## src/hw/rtl/ota_pkg.sv

```systemverilog
// shared types, constants and the crc-16/modbus byte update for the download receiver
package ota_pkg;

    localparam int OTA_FRAME_BYTES = 1024;
    localparam int LEN_W           = 17;

    localparam logic [15:0] CRC_INIT   = 16'hFFFF;
    localparam logic [15:0] CRC_POLY   = 16'hA001;
    localparam logic [23:0] MAX24      = 24'hFFFFFF;
    localparam logic [7:0]  FUNC_WRITE = 8'h02;
    localparam logic [7:0]  SUB_DATA   = 8'h01;
    localparam int          MIN_FRAME  = 9;
    localparam int          PAYLOAD_POS = 7;

    localparam logic [1:0] MODE_BYTE    = 2'd0;
    localparam logic [1:0] MODE_TIMEOUT = 2'd1;
    localparam logic [1:0] MODE_START   = 2'd2;

    localparam logic [1:0] CFG_STATION  = 2'd0;
    localparam logic [1:0] CFG_EXP_SIZE = 2'd1;
    localparam logic [1:0] CFG_EXP_CRC  = 2'd2;
    localparam logic [1:0] CFG_LIMIT    = 2'd3;

    localparam logic [7:0]  RST_STATION = 8'd1;
    localparam logic [23:0] RST_LIMIT   = 24'd262144;

    typedef enum logic [2:0] {
        KIND_PAYLOAD = 3'd0,
        KIND_ACK     = 3'd1,
        KIND_NACK    = 3'd2,
        KIND_DROP    = 3'd3,
        KIND_REPORT  = 3'd4
    } ota_kind_t;

    typedef struct packed {
        logic [7:0]  station_id;
        logic [23:0] expected_size;
        logic [15:0] expected_crc;
        logic [23:0] image_limit;
    } ota_cfg_t;

    typedef struct packed {
        ota_kind_t   kind;
        logic [23:0] image_offset;
        logic [7:0]  data_byte;
        logic [15:0] sequence_res;
        logic [7:0]  reply_station;
        logic [23:0] image_length;
        logic [15:0] image_crc;
        logic        image_ok;
    } ota_result_t;

    function automatic logic [15:0] crc16_update(input logic [15:0] crc, input logic [7:0] b);
        logic [15:0] c;
        c = crc ^ {8'h00, b};
        for (int i = 0; i < 8; i++) begin
            c = c[0] ? ((c >> 1) ^ CRC_POLY) : (c >> 1);
        end
        return c;
    endfunction

endpackage

```

## src/hw/rtl/ota_cfg_regs.sv

```systemverilog
// configuration register bank: station id, expected image size and crc, size limit
module ota_cfg_regs
    import ota_pkg::*;
(
    input  logic        aclk,
    input  logic        aresetn,
    input  logic        cfg_valid,
    input  logic [1:0]  cfg_index,
    input  logic [23:0] cfg_data,
    output ota_cfg_t    cfg
);

    ota_cfg_t cfg_reg;

    always_ff @(posedge aclk) begin
        if (!aresetn) begin
            cfg_reg.station_id    <= RST_STATION;
            cfg_reg.expected_size <= '0;
            cfg_reg.expected_crc  <= '0;
            cfg_reg.image_limit   <= RST_LIMIT;
        end else if (cfg_valid) begin
            case (cfg_index)
                CFG_STATION:  cfg_reg.station_id    <= cfg_data[7:0];
                CFG_EXP_SIZE: cfg_reg.expected_size <= cfg_data;
                CFG_EXP_CRC:  cfg_reg.expected_crc  <= cfg_data[15:0];
                CFG_LIMIT:    cfg_reg.image_limit   <= cfg_data;
                default: begin
                end
            endcase
        end
    end

    assign cfg = cfg_reg;

endmodule

```

## src/hw/rtl/ota_frame_engine.sv

```systemverilog
// input register, frame parsing, crc checking and session state
module ota_frame_engine
    import ota_pkg::*;
#(
    parameter int FRAME_BYTES = OTA_FRAME_BYTES
) (
    input  logic        aclk,
    input  logic        aresetn,
    input  logic        s_tvalid,
    output logic        s_tready,
    input  logic [7:0]  s_tdata,
    input  logic [1:0]  s_tuser,
    input  logic        s_tlast,
    input  ota_cfg_t    cfg,
    input  logic        res_ready,
    output logic        res_valid,
    output ota_result_t res
);

    localparam int POS_W = $clog2(FRAME_BYTES + 2);
    localparam logic [POS_W-1:0] POS_FULL = POS_W'(FRAME_BYTES);
    localparam logic [POS_W-1:0] POS_OVER = POS_W'(FRAME_BYTES + 1);

    // input request register
    logic       in_vld_reg, in_vld_next;
    logic [7:0] in_byte_reg;
    logic [1:0] in_mode_reg;
    logic       in_last_reg;
    logic       fire;

    // session and frame state
    logic             active_reg, active_next;
    logic [POS_W-1:0] pos_reg, pos_next;
    logic [15:0]      fcrc_reg, fcrc_next;
    logic [7:0]       func_reg, func_next;
    logic [7:0]       sub_reg, sub_next;
    logic [15:0]      seq_reg, seq_next;
    logic [15:0]      plen_reg, plen_next;
    logic [23:0]      acc_reg, acc_next;
    logic [15:0]      commit_reg, commit_next;
    logic [15:0]      pend_reg, pend_next;
    logic [7:0]       hold_a_reg, hold_a_next;
    logic [7:0]       hold_b_reg, hold_b_next;

    logic             restart;
    logic             has_res;
    logic [15:0]      crc_fin;
    logic [15:0]      recv_crc;
    logic             good;
    logic             verify_ok;
    logic [24:0]      acc_sum;
    logic [24:0]      off_sum;
    logic [LEN_W-1:0] pos_ext;
    logic [LEN_W-1:0] plen_ext;

    assign fire     = in_vld_reg && res_ready;
    assign s_tready = !in_vld_reg || res_ready;

    always_comb begin
        in_vld_next = in_vld_reg;
        if (s_tvalid && s_tready) begin
            in_vld_next = 1'b1;
        end else if (fire) begin
            in_vld_next = 1'b0;
        end
    end

    assign pos_ext   = LEN_W'(pos_reg);
    assign plen_ext  = LEN_W'(plen_reg);
    assign crc_fin   = (pos_reg >= POS_W'(2)) ? crc16_update(fcrc_reg, hold_b_reg) : fcrc_reg;
    assign recv_crc  = {in_byte_reg, hold_a_reg};
    assign acc_sum   = {1'b0, acc_reg} + {9'd0, plen_reg};
    assign off_sum   = {1'b0, acc_reg} + 25'(pos_reg - POS_W'(PAYLOAD_POS));
    assign good      = (pos_ext + LEN_W'(1) >= LEN_W'(MIN_FRAME))
                       && (crc_fin == recv_crc)
                       && (func_reg == FUNC_WRITE) && (sub_reg == SUB_DATA)
                       && (pos_ext + LEN_W'(1) >= LEN_W'(MIN_FRAME) + plen_ext);

    always_comb begin
        if (cfg.expected_crc != '0 && cfg.expected_size != '0) begin
            verify_ok = (commit_reg == cfg.expected_crc) && (acc_reg == cfg.expected_size);
        end else begin
            verify_ok = (acc_reg != '0) && (acc_reg <= cfg.image_limit);
        end
    end

    always_comb begin
        active_next = active_reg;
        pos_next    = pos_reg;
        fcrc_next   = fcrc_reg;
        func_next   = func_reg;
        sub_next    = sub_reg;
        seq_next    = seq_reg;
        plen_next   = plen_reg;
        acc_next    = acc_reg;
        commit_next = commit_reg;
        pend_next   = pend_reg;
        hold_a_next = hold_a_reg;
        hold_b_next = hold_b_reg;
        restart     = 1'b0;
        has_res     = 1'b0;
        res         = '0;

        if (fire) begin
            case (in_mode_reg)
                MODE_START: begin
                    if (!active_reg) begin
                        active_next = 1'b1;
                        acc_next    = '0;
                        commit_next = CRC_INIT;
                        restart     = 1'b1;
                    end
                end
                MODE_TIMEOUT: begin
                    if (active_reg) begin
                        restart = 1'b1;
                        if (acc_reg != '0) begin
                            has_res          = 1'b1;
                            res.kind         = KIND_REPORT;
                            res.image_length = acc_reg;
                            res.image_crc    = commit_reg;
                            res.image_ok     = verify_ok;
                            active_next      = 1'b0;
                        end
                    end
                end
                MODE_BYTE: begin
                    if (active_reg) begin
                        if (in_last_reg) begin
                            has_res = 1'b1;
                            restart = 1'b1;
                            if (pos_reg >= POS_FULL) begin
                                res.kind = KIND_DROP;
                            end else begin
                                res.reply_station = cfg.station_id;
                                if (good) begin
                                    acc_next         = acc_sum[24] ? MAX24 : acc_sum[23:0];
                                    commit_next      = pend_reg;
                                    res.kind         = KIND_ACK;
                                    res.sequence_res = seq_reg;
                                end else begin
                                    res.kind = KIND_NACK;
                                end
                            end
                        end else if (pos_reg >= POS_FULL) begin
                            pos_next = POS_OVER;
                        end else begin
                            if (pos_reg >= POS_W'(2)) begin
                                fcrc_next = crc16_update(fcrc_reg, hold_b_reg);
                            end
                            if (pos_reg == POS_W'(1)) func_next = in_byte_reg;
                            if (pos_reg == POS_W'(2)) sub_next = in_byte_reg;
                            if (pos_reg == POS_W'(3)) seq_next = {in_byte_reg, seq_reg[7:0]};
                            if (pos_reg == POS_W'(4)) seq_next = {seq_reg[15:8], in_byte_reg};
                            if (pos_reg == POS_W'(5)) plen_next = {in_byte_reg, plen_reg[7:0]};
                            if (pos_reg == POS_W'(6)) plen_next = {plen_reg[15:8], in_byte_reg};
                            hold_b_next = hold_a_reg;
                            hold_a_next = in_byte_reg;
                            pos_next    = pos_reg + POS_W'(1);
                            if (pos_reg >= POS_W'(PAYLOAD_POS)
                                && pos_ext < LEN_W'(PAYLOAD_POS) + plen_ext
                                && func_reg == FUNC_WRITE && sub_reg == SUB_DATA) begin
                                pend_next        = crc16_update(pend_reg, in_byte_reg);
                                has_res          = 1'b1;
                                res.kind         = KIND_PAYLOAD;
                                res.image_offset = off_sum[24] ? MAX24 : off_sum[23:0];
                                res.data_byte    = in_byte_reg;
                            end
                        end
                    end
                end
                default: begin
                end
            endcase
        end

        if (restart) begin
            pos_next    = '0;
            fcrc_next   = CRC_INIT;
            func_next   = '0;
            sub_next    = '0;
            seq_next    = '0;
            plen_next   = '0;
            hold_a_next = '0;
            hold_b_next = '0;
            pend_next   = commit_next;
        end
    end

    assign res_valid = has_res;

    always_ff @(posedge aclk) begin
        if (!aresetn) begin
            in_vld_reg <= 1'b0;
            active_reg <= 1'b0;
            pos_reg    <= '0;
            fcrc_reg   <= CRC_INIT;
            func_reg   <= '0;
            sub_reg    <= '0;
            seq_reg    <= '0;
            plen_reg   <= '0;
            acc_reg    <= '0;
            commit_reg <= CRC_INIT;
            pend_reg   <= CRC_INIT;
            hold_a_reg <= '0;
            hold_b_reg <= '0;
        end else begin
            in_vld_reg <= in_vld_next;
            active_reg <= active_next;
            pos_reg    <= pos_next;
            fcrc_reg   <= fcrc_next;
            func_reg   <= func_next;
            sub_reg    <= sub_next;
            seq_reg    <= seq_next;
            plen_reg   <= plen_next;
            acc_reg    <= acc_next;
            commit_reg <= commit_next;
            pend_reg   <= pend_next;
            hold_a_reg <= hold_a_next;
            hold_b_reg <= hold_b_next;
        end
    end

    always_ff @(posedge aclk) begin
        if (s_tvalid && s_tready) begin
            in_byte_reg <= s_tdata;
            in_mode_reg <= s_tuser;
            in_last_reg <= s_tlast;
        end
    end

endmodule

```

## src/hw/rtl/ota_out_stage.sv

```systemverilog
// result register that holds one result until the downstream side takes it
module ota_out_stage
    import ota_pkg::*;
(
    input  logic         aclk,
    input  logic         aresetn,
    input  logic         res_valid,
    input  ota_result_t  res,
    output logic         res_ready,
    output logic         m_tvalid,
    input  logic         m_tready,
    output logic [103:0] m_tdata,
    output logic [2:0]   m_tuser
);

    logic        out_vld_reg, out_vld_next;
    ota_result_t out_reg;

    assign res_ready    = !out_vld_reg || m_tready;
    assign out_vld_next = res_valid || (out_vld_reg && !m_tready);

    always_ff @(posedge aclk) begin
        if (!aresetn) begin
            out_vld_reg <= 1'b0;
        end else begin
            out_vld_reg <= out_vld_next;
        end
    end

    always_ff @(posedge aclk) begin
        if (res_valid) begin
            out_reg <= res;
        end
    end

    assign m_tvalid = out_vld_reg;
    assign m_tuser  = out_reg.kind;
    assign m_tdata  = {7'd0, out_reg.image_ok, out_reg.image_crc, out_reg.image_length,
                       out_reg.reply_station, out_reg.sequence_res, out_reg.data_byte,
                       out_reg.image_offset};

endmodule

```

## src/hw/rtl/ota_packet_receiver.sv

```systemverilog
// top level of the framed firmware download receiver
//
// s_ channel: one request per received frame byte or event. s_tuser selects
// byte (0), idle timeout (1) or start of a new download (2); s_tdata is the
// byte and s_tlast marks the last byte of a frame.
// m_ channel: at most one result per request. m_tuser is the kind (payload,
// ack, nack, drop, final report); m_tdata carries offset, byte, sequence,
// station, image length, image crc and the ok flag.
// cfg_ channel: register writes, always ready; the user must write them only while the
// block is idle, which the block itself does not enforce. A request passes the input
// register, then one pass of crc update and field decode into the result register,
// which drives m_tvalid. Throughput is one request per cycle while the m_ side is
// not stalled; the byte-wide crc step sets the path.
// Reset clears the session (inactive) and loads register defaults.
// A stalled m_ side holds its result; the input register still takes one
// more request, then s_tready drops until the result is taken.
module ota_packet_receiver
    import ota_pkg::*;
#(
    parameter int FRAME_BYTES = OTA_FRAME_BYTES
) (
    input  logic         aclk,
    input  logic         aresetn,
    input  logic         s_tvalid,
    output logic         s_tready,
    input  logic [7:0]   s_tdata,   // rx_byte
    input  logic [1:0]   s_tuser,   // mode
    input  logic         s_tlast,
    output logic         m_tvalid,
    input  logic         m_tready,
    output logic [103:0] m_tdata,   // image_offset, data_byte, sequence_res, reply_station,
                                    // image_length, image_crc, image_ok
    output logic [2:0]   m_tuser,   // kind
    input  logic         cfg_valid,
    output logic         cfg_ready,
    input  logic [1:0]   cfg_index,
    input  logic [23:0]  cfg_data
);

    ota_cfg_t    cfg;
    ota_result_t res;
    logic        res_valid;
    logic        res_ready;

    assign cfg_ready = 1'b1;

    ota_cfg_regs u_cfg (
        .aclk      (aclk),
        .aresetn   (aresetn),
        .cfg_valid (cfg_valid),
        .cfg_index (cfg_index),
        .cfg_data  (cfg_data),
        .cfg       (cfg)
    );

    ota_frame_engine #(
        .FRAME_BYTES (FRAME_BYTES)
    ) u_engine (
        .aclk      (aclk),
        .aresetn   (aresetn),
        .s_tvalid  (s_tvalid),
        .s_tready  (s_tready),
        .s_tdata   (s_tdata),
        .s_tuser   (s_tuser),
        .s_tlast   (s_tlast),
        .cfg       (cfg),
        .res_ready (res_ready),
        .res_valid (res_valid),
        .res       (res)
    );

    ota_out_stage u_out (
        .aclk      (aclk),
        .aresetn   (aresetn),
        .res_valid (res_valid),
        .res       (res),
        .res_ready (res_ready),
        .m_tvalid  (m_tvalid),
        .m_tready  (m_tready),
        .m_tdata   (m_tdata),
        .m_tuser   (m_tuser)
    );

    // a final report is only given for a nonzero image
    assert property (@(posedge aclk) disable iff (!aresetn)
        m_tvalid && m_tuser == KIND_REPORT |-> m_tdata[79:56] != 24'd0)
        else $error("report with zero image length");

    // payload results carry only offset and byte
    assert property (@(posedge aclk) disable iff (!aresetn)
        m_tvalid && m_tuser == KIND_PAYLOAD |-> m_tdata[103:32] == 72'd0)
        else $error("payload result with stray fields");

    // only ack and nack carry a station address
    assert property (@(posedge aclk) disable iff (!aresetn)
        m_tvalid && m_tuser != KIND_ACK && m_tuser != KIND_NACK |-> m_tdata[55:48] == 8'd0)
        else $error("station address on wrong result kind");

    // no result can appear in the cycle after reset
    assert property (@(posedge aclk) disable iff (!aresetn) $past(!aresetn) |-> !m_tvalid)
        else $error("result valid right after reset");

endmodule

```

## config.mk

```make
export PLATFORM = sky130hd
export DESIGN_NAME = ota_packet_receiver
export DESIGN_NICKNAME = d
export VERILOG_FILES = /design/src/hw/rtl/ota_pkg.sv /design/src/hw/rtl/ota_cfg_regs.sv /design/src/hw/rtl/ota_frame_engine.sv /design/src/hw/rtl/ota_out_stage.sv /design/src/hw/rtl/ota_packet_receiver.sv
export SDC_FILE = /design/constraint.sdc
export NUM_CORES = 1
export LEC_CHECK = 0
export BUFFER_PORTS_ARGS = -buffer_cell sky130_fd_sc_hd__buf_4
export CAP_MARGIN = 20
export CORE_ASPECT_RATIO = 1.2
export CORE_MARGIN = 4
export CORE_UTILIZATION = 55
export CTS_BUF_LIST = sky130_fd_sc_hd__clkbuf_4
export DETAILED_ROUTE_END_ITERATION = 8
export GPL_ROUTABILITY_DRIVEN = 0
export PLACE_DENSITY = 0.7
export SLEW_MARGIN = 10
export SYNTH_ARGS = -nofsm -noshare
export SYNTH_HDL_FRONTEND = slang
export SYNTH_HIERARCHICAL = 1
export SYNTH_SLANG_ARGS = --single-unit
```

## constraint.sdc

```tcl
create_clock -name aclk -period 7.8 [get_ports aclk]
set_clock_uncertainty 0.05 [all_clocks]
set_input_delay 1.56 -clock aclk [delete_from_list [all_inputs] [get_ports aclk]]
set_output_delay 1.56 -clock aclk [all_outputs]
set_load 0.05 [all_outputs]
```

# ---- Word level (Yosys, flattened, before mapping)
# Cells that the tools add are included.
dict set report classes {
  n_addsub 7
  n_lt_le_gt_ge 7
  eq_ne 23
  mux 75
  bitwise 28
  n_reduce_logical 51
}
# op count
set ops {}
lappend ops {{$mux W16} 31}
lappend ops {{$mux W24} 9}
lappend ops {{$mux W32} 2}
lappend ops {{$mux W59} 1}
lappend ops {{$not A2 Y3} 16}
lappend ops {{$pmux W24 S2} 1}
lappend ops {{$reduce_bool A24 Y1} 2}
lappend ops {{$mux W35} 1}
lappend ops {{$eq A11 B3 Y1 const B} 3}
lappend ops {{$eq A16 B16 Y1} 2}
lappend ops {{$pmux W16 S2} 1}
lappend ops {{$xor A16 B8 Y16} 2}
lappend ops {{$reduce_and A6 Y1} 5}
lappend ops {{$add A24 B16 Y25} 1}
lappend ops {{$add A24 B25 Y25} 1}
lappend ops {{$eq A24 B24 Y1} 1}
lappend ops {{$le A24 B24 Y1} 1}
lappend ops {{$eq A11 B2 Y1 const B} 2}
lappend ops {{$reduce_and A7 Y1} 3}
lappend ops {{$add A3 B16 Y17 const A} 1}
lappend ops {{$add A4 B16 Y17 const A} 1}
lappend ops {{$ge A17 B17 Y1} 1}
lappend ops {{$ge A17 B4 Y1 const B} 1}
lappend ops {{$lt A11 B17 Y1} 1}
lappend ops {{34 further kinds} 101}
dict set report word_totals {
  ff_bits 333
  output_inout_bits 110
}

# ---- Logic depth before layout (Yosys ltp)
dict set report logic_depth {
  depth_word 30
  mapped_depth 20
  ltp_nobuf 18
}

# ---- Hierarchy
# Netlist, hierarchy kept.
# mod instances cells_each area_each_um2
set by_module_without_submodules {}
lappend by_module_without_submodules {ota_frame_engine 1 1631 12597.1}
lappend by_module_without_submodules {ota_out_stage 1 112 3108.0}
lappend by_module_without_submodules {ota_cfg_regs 1 264 2665.1}
lappend by_module_without_submodules {ota_packet_receiver 1 2 11.3}

# ---- Least setup slack after synthesis
# OpenSTA, ideal clock, no wires.
dict set report synth_path {
  path_type {reg-to-reg}
  startpoint {register u_engine.plen_reg[2]}
  endpoint {register u_out.out_reg, in the netlist u_out/m_tdata[0] (enable)}
  setup_ns 0.478
  t_arrival_ns 4.966
  t_required_ns 7.272
  setup_slack_ns 2.307
  stages_incl_launch_ff 13
  path_buffers 1
  synth_period_minus_slack_ns 5.493
  cell_sequence {dfxtp_1 -> clkbuf_1 -> nor3_1 -> nand3b_1 -> nor2_1 -> xnor2_1 -> ha_1 -> a21o_1 -> a2111oi_0 -> o21ai_0 -> a221o_1 -> nor2_1 -> o31a_1}
}
dict set report synth_between {
  elab_chain_len 11
}
# item line
set synth_lines {}
lappend synth_lines {{start: declaration} ota_frame_engine.sv:38} ;# logic [15:0] plen_reg, plen_next;
lappend synth_lines {{start signal: assignment} ota_frame_engine.sv:215} ;# plen_reg <= plen_next;
lappend synth_lines {{$add A3 B16 Y17} ota_frame_engine.sv:161} ;# && pos_ext < LEN_W'(PAYLOAD_POS) + plen_ext
lappend synth_lines {{$lt A11 B17 Y1} ota_frame_engine.sv:161}
lappend synth_lines {{$logic_and A1 B1 Y1} ota_frame_engine.sv:161}
lappend synth_lines {{$logic_and A1 B1 Y1 (2 in a row)} ota_frame_engine.sv:162} ;# && func_reg == FUNC_WRITE && sub_reg == SUB_DATA) begin
lappend synth_lines {{$mux W1} ota_frame_engine.sv:160} ;# if (pos_reg >= POS_W'(PAYLOAD_POS)
lappend synth_lines {{$mux W1} ota_frame_engine.sv:145} ;# end else if (pos_reg >= POS_FULL) begin
lappend synth_lines {{$mux W1} ota_frame_engine.sv:129} ;# if (in_last_reg) begin
lappend synth_lines {{$mux W1} ota_frame_engine.sv:128} ;# if (active_reg) begin
lappend synth_lines {{$pmux W1 S2} ota_frame_engine.sv:105} ;# case (in_mode_reg)
lappend synth_lines {{$mux W1} ota_frame_engine.sv:104} ;# if (fire) begin
lappend synth_lines {{net res_valid} ota_packet_receiver.sv:42} ;# logic res_valid;
lappend synth_lines {{end signal: assignment} ota_out_stage.sv:32} ;# out_reg <= res;
lappend synth_lines {{end: declaration} ota_out_stage.sv:17} ;# ota_result_t out_reg;
# The timed path passes the listed nets, and every way through them passes these cells.
# A chain may end at the register's enable or synchronous reset.

# ---- Final worst setup path
dict set report layout_path {
  startpoint {register u_engine.pos_reg[2]}
  endpoint {register u_out.out_reg, in the netlist u_out/m_tdata[4], data pin}
}
dict set report layout_between {
  elab_chain_len 6
}
# item line
set layout_lines {}
lappend layout_lines {{start: declaration} ota_frame_engine.sv:33} ;# logic [POS_W-1:0] pos_reg, pos_next;
lappend layout_lines {{start signal: assignment} ota_frame_engine.sv:210} ;# pos_reg <= pos_next;
lappend layout_lines {{branches (longest 6 deep; another with $add A24 B25 Y25)} n/a}
# Several ways; the timed one is not identified.

==> impl_results.md <==
* Status: finished, final reports clean
* Largest area contributor in the netlist: dfxtp_1
* Die H at approximately 210 µm
* Clock Path Buffers at 3
* Complex-gate fraction of the synthesized area at 0.126
* XOR/XNOR share of the synthesized area at 0.0827
* Hold-fix buffers, CTS at 0
* Worst slew margin at 0.230
* # nets final at ~2300
* Pleak at 8.26 nW
* Root buf cell: clkbuf_4
* H-tree depth at 3
* I/O pin cnt at 152
* TNS Setup at 0 ns
* Largest net degree at the start of global routing at 97
* Vias per cell at 5.84
* Ys async rst share at 0
* Horiz. Die Dim at approximately 170 µm
* Crit path DAT at 5.99 ns
* Clk slew on worst S/H paths at roughly 0.070 ns
* Drt pass-1 iters at 6
* Period utilization at 0.722
* First-pass GRT wire length at between 80000 and 90000 µm
* Post-synth EDFFs at 111
* Critical Path Start Type: flip-flop
* Number of flip-flops in the largest register at 97
* Top FF cell, synth: dfxtp_1
* Post-route ant nets at 0
* CTS sink cnt at ~330
* Synth Area in Adders at 0.0689
* FMAX at about 0.18 GHz
* Register area share after synthesis at 0.423
* Max_cap viols at 0
* Yosys top cell area share at 0.242
* Top cells by area, synth: dfxtp_1, edfxtp_1, ha_1
* Via count at approximately 16000
* Port bufs at about 140
* Worst Tran Pin Value at 1.15 ns
* CTS Buf Count at 85
* Peak VDD IR at 144 µV
* Final min period at 5.63 ns
* Mux contribution to synthesized area at 0.0697
* Fin. Hold Viols at 0
* Final WL at roughly 54000 µm
* DR DRC count at 0
* Number of post-CTS setup repair buffers at 0
* Gate count of the mapped netlist at 2009
* Worst stage delay on the critical path at 0.83 ns
* Post-cts resize count at 0
* Num rows at 73
* Yosys warns at 6
* Cell Chain, Critical Path: nand3_1 > nand2_1 > nor3_1 > nand2_1 > nor3_2 > ha_1 > o21a_1 > o21ai_0 > nand2b_1 > and4_1 > a311o_1 > a41oi_1 > a211oi_1 > a21o_1 > a21oi_1 > xor2_2 > a21oi_1
* Hold Slack at 0.401 ns
* Post-synthesis cell area at 0.0184 mm²
* Crit. End Element: flip-flop
* Dpl hpwl at 38100 µm
* Worst path required time at 8.16 ns
* Post-synthesis average cell area at 9.15 µm²
* RSZ-0062 raised after global routing: no
* Post-Synth Simple-Gate Area at 0.186
* Worst skew pair latency at 0.75 ns
* GRT Residual Overflow at 0
* Share of layout cells above drive strength 1 at 0.150
* DRT iter0 DRCs at 1147
* Multi-input logic area at 0.00985 mm²
* Fillers at 2839
* Seq cells post-synth at between 300 and 400
* WL/cell at 20.0 µm
* Area Overhead vs Synth at 13.4%
* GR Util All Layers at 0.283
* Slew Limit Fails at 0
* Synth top cells by count: nand2_1, dfxtp_1, a21oi_1, nor2_1, mux2i_1
* Most common cell in the synthesized netlist: nand2_1
* CTS tree: built
* Crit-path slowest cell: xor2_2
* Largest family of logic cells by synthesized area: simple AND/OR/NAND/NOR gates
* Worst-path maximum fanout at 24
* Vias in the first global route at 15200
* Die area at 0.0364 mm²
* Crit Path Category: flip-flop to flip-flop
* Synth cell types at 81
* Initial antenna violation count at 2
* Final setup vio count at 0
* Power per standard cell area at 184 mW/mm²
* Core area at 0.0331 mm²
* Register area at 0.00778 mm²
* Starting density of the core at 0.556
* Hold crit path type: flip-flop to flip-flop
-- metrics by stage --
| stage | setup slack [ns] | instances | power [mW] | util | cell area (µm²) |
|---|---|---|---|---|---|
| 2_1_floorplan | 2.31 | 2015 | 2.20 | - | 18400 |
| 3_3_place_gp | 2.28 | 2511 | 2.33 | 0.596 | 19700 |
| 3_5_place_dp | 2.21 | 2511 | 2.33 | 0.596 | 19700 |
| 4_1_cts | 2.22 | 2667 | 3.86 | 0.630 | 20800 |
| 5_1_grt | 1.86 | 2670 | 3.99 | 0.630 | 20800 |
| 6_report | 2.17 | 2670 | 3.83 | 0.630 | 20800 |
-- kinds of logic (layout without fill, tap and decap cells) --
| logic type | after synthesis | in the layout |
|---|---|---|
| adders and majority gates | 100 | 100 |
| muxes | 127 | 127 |
| xor gates and xnor gates | 167 | 167 |
| other | 2 | 10 |
| and+or+nand+nor | 715 | 715 |
| AOI/OAI and AO/OA | 375 | 375 |
| buffers and inverters | 190 | 393 |
| DFF | 333 | 333 |
-- power by group --
part | switching [mW] | internal (mW)
logic | 0.259 | 0.161
clock network | 0.741 | 0.784
registers | 0.0611 | 1.82
-- layer usage --
metal  GRT usage  part of all wire
met2       0.496              0.50
met1       0.333              0.38
met5           0                 0
met4       0.139             0.047
met3      0.0512             0.070
-- cell type report --
class | instances | share of cell area
inverter | 66 | 0.0119
antenna | 2 | 0.000240
sequential | 333 | 0.373
timing repair buffer | 171 | 0.0620
clock inverter | 29 | 0.00744
clock buffer | 127 | 0.0457
tap | 450 | 0.0270
multi-input combinational | 1492 | 0.473
-- final timing paths --
path	from	endpoint	slack (ns)	cells after the start
setup / recovery	u_engine/pos_reg[2]	u_out/m_tdata[4]	2.17	17
hold / removal	u_engine/seq_reg[3]	u_engine/seq_reg[3]	0.40	2
setup reg to reg	u_engine/pos_reg[2]	u_out/m_tdata[4]	2.17	17
hold reg to reg	u_engine/seq_reg[3]	u_engine/seq_reg[3]	0.40	2
-- cells in the final DEF (no fill, tap or decap), types with 66 or more instances in the layout --
cell	n
nand2_1	261
a21oi_1	159
buf_4	170
clkbuf_4	127
ha_1	98
dfxtp_1	222
o21ai_0	75
edfxtp_1	111
mux2i_1	119
nor2_1	149
inv_1	66
xnor2_1	100
and2_1	66
-- critical path, delay by kind of cell, from the launching register on --
| family | cells | cell delay (ns) |
|---|---|---|
| fa+ha+maj | 1 | 0.44 |
| compound gates | 8 | 1.77 |
| simple gates | 7 | 1.81 |
| flops | 1 | 0.42 |
| xor+xnor | 1 | 0.83 |
Note: power is estimated with default switching activity, not from simulation.
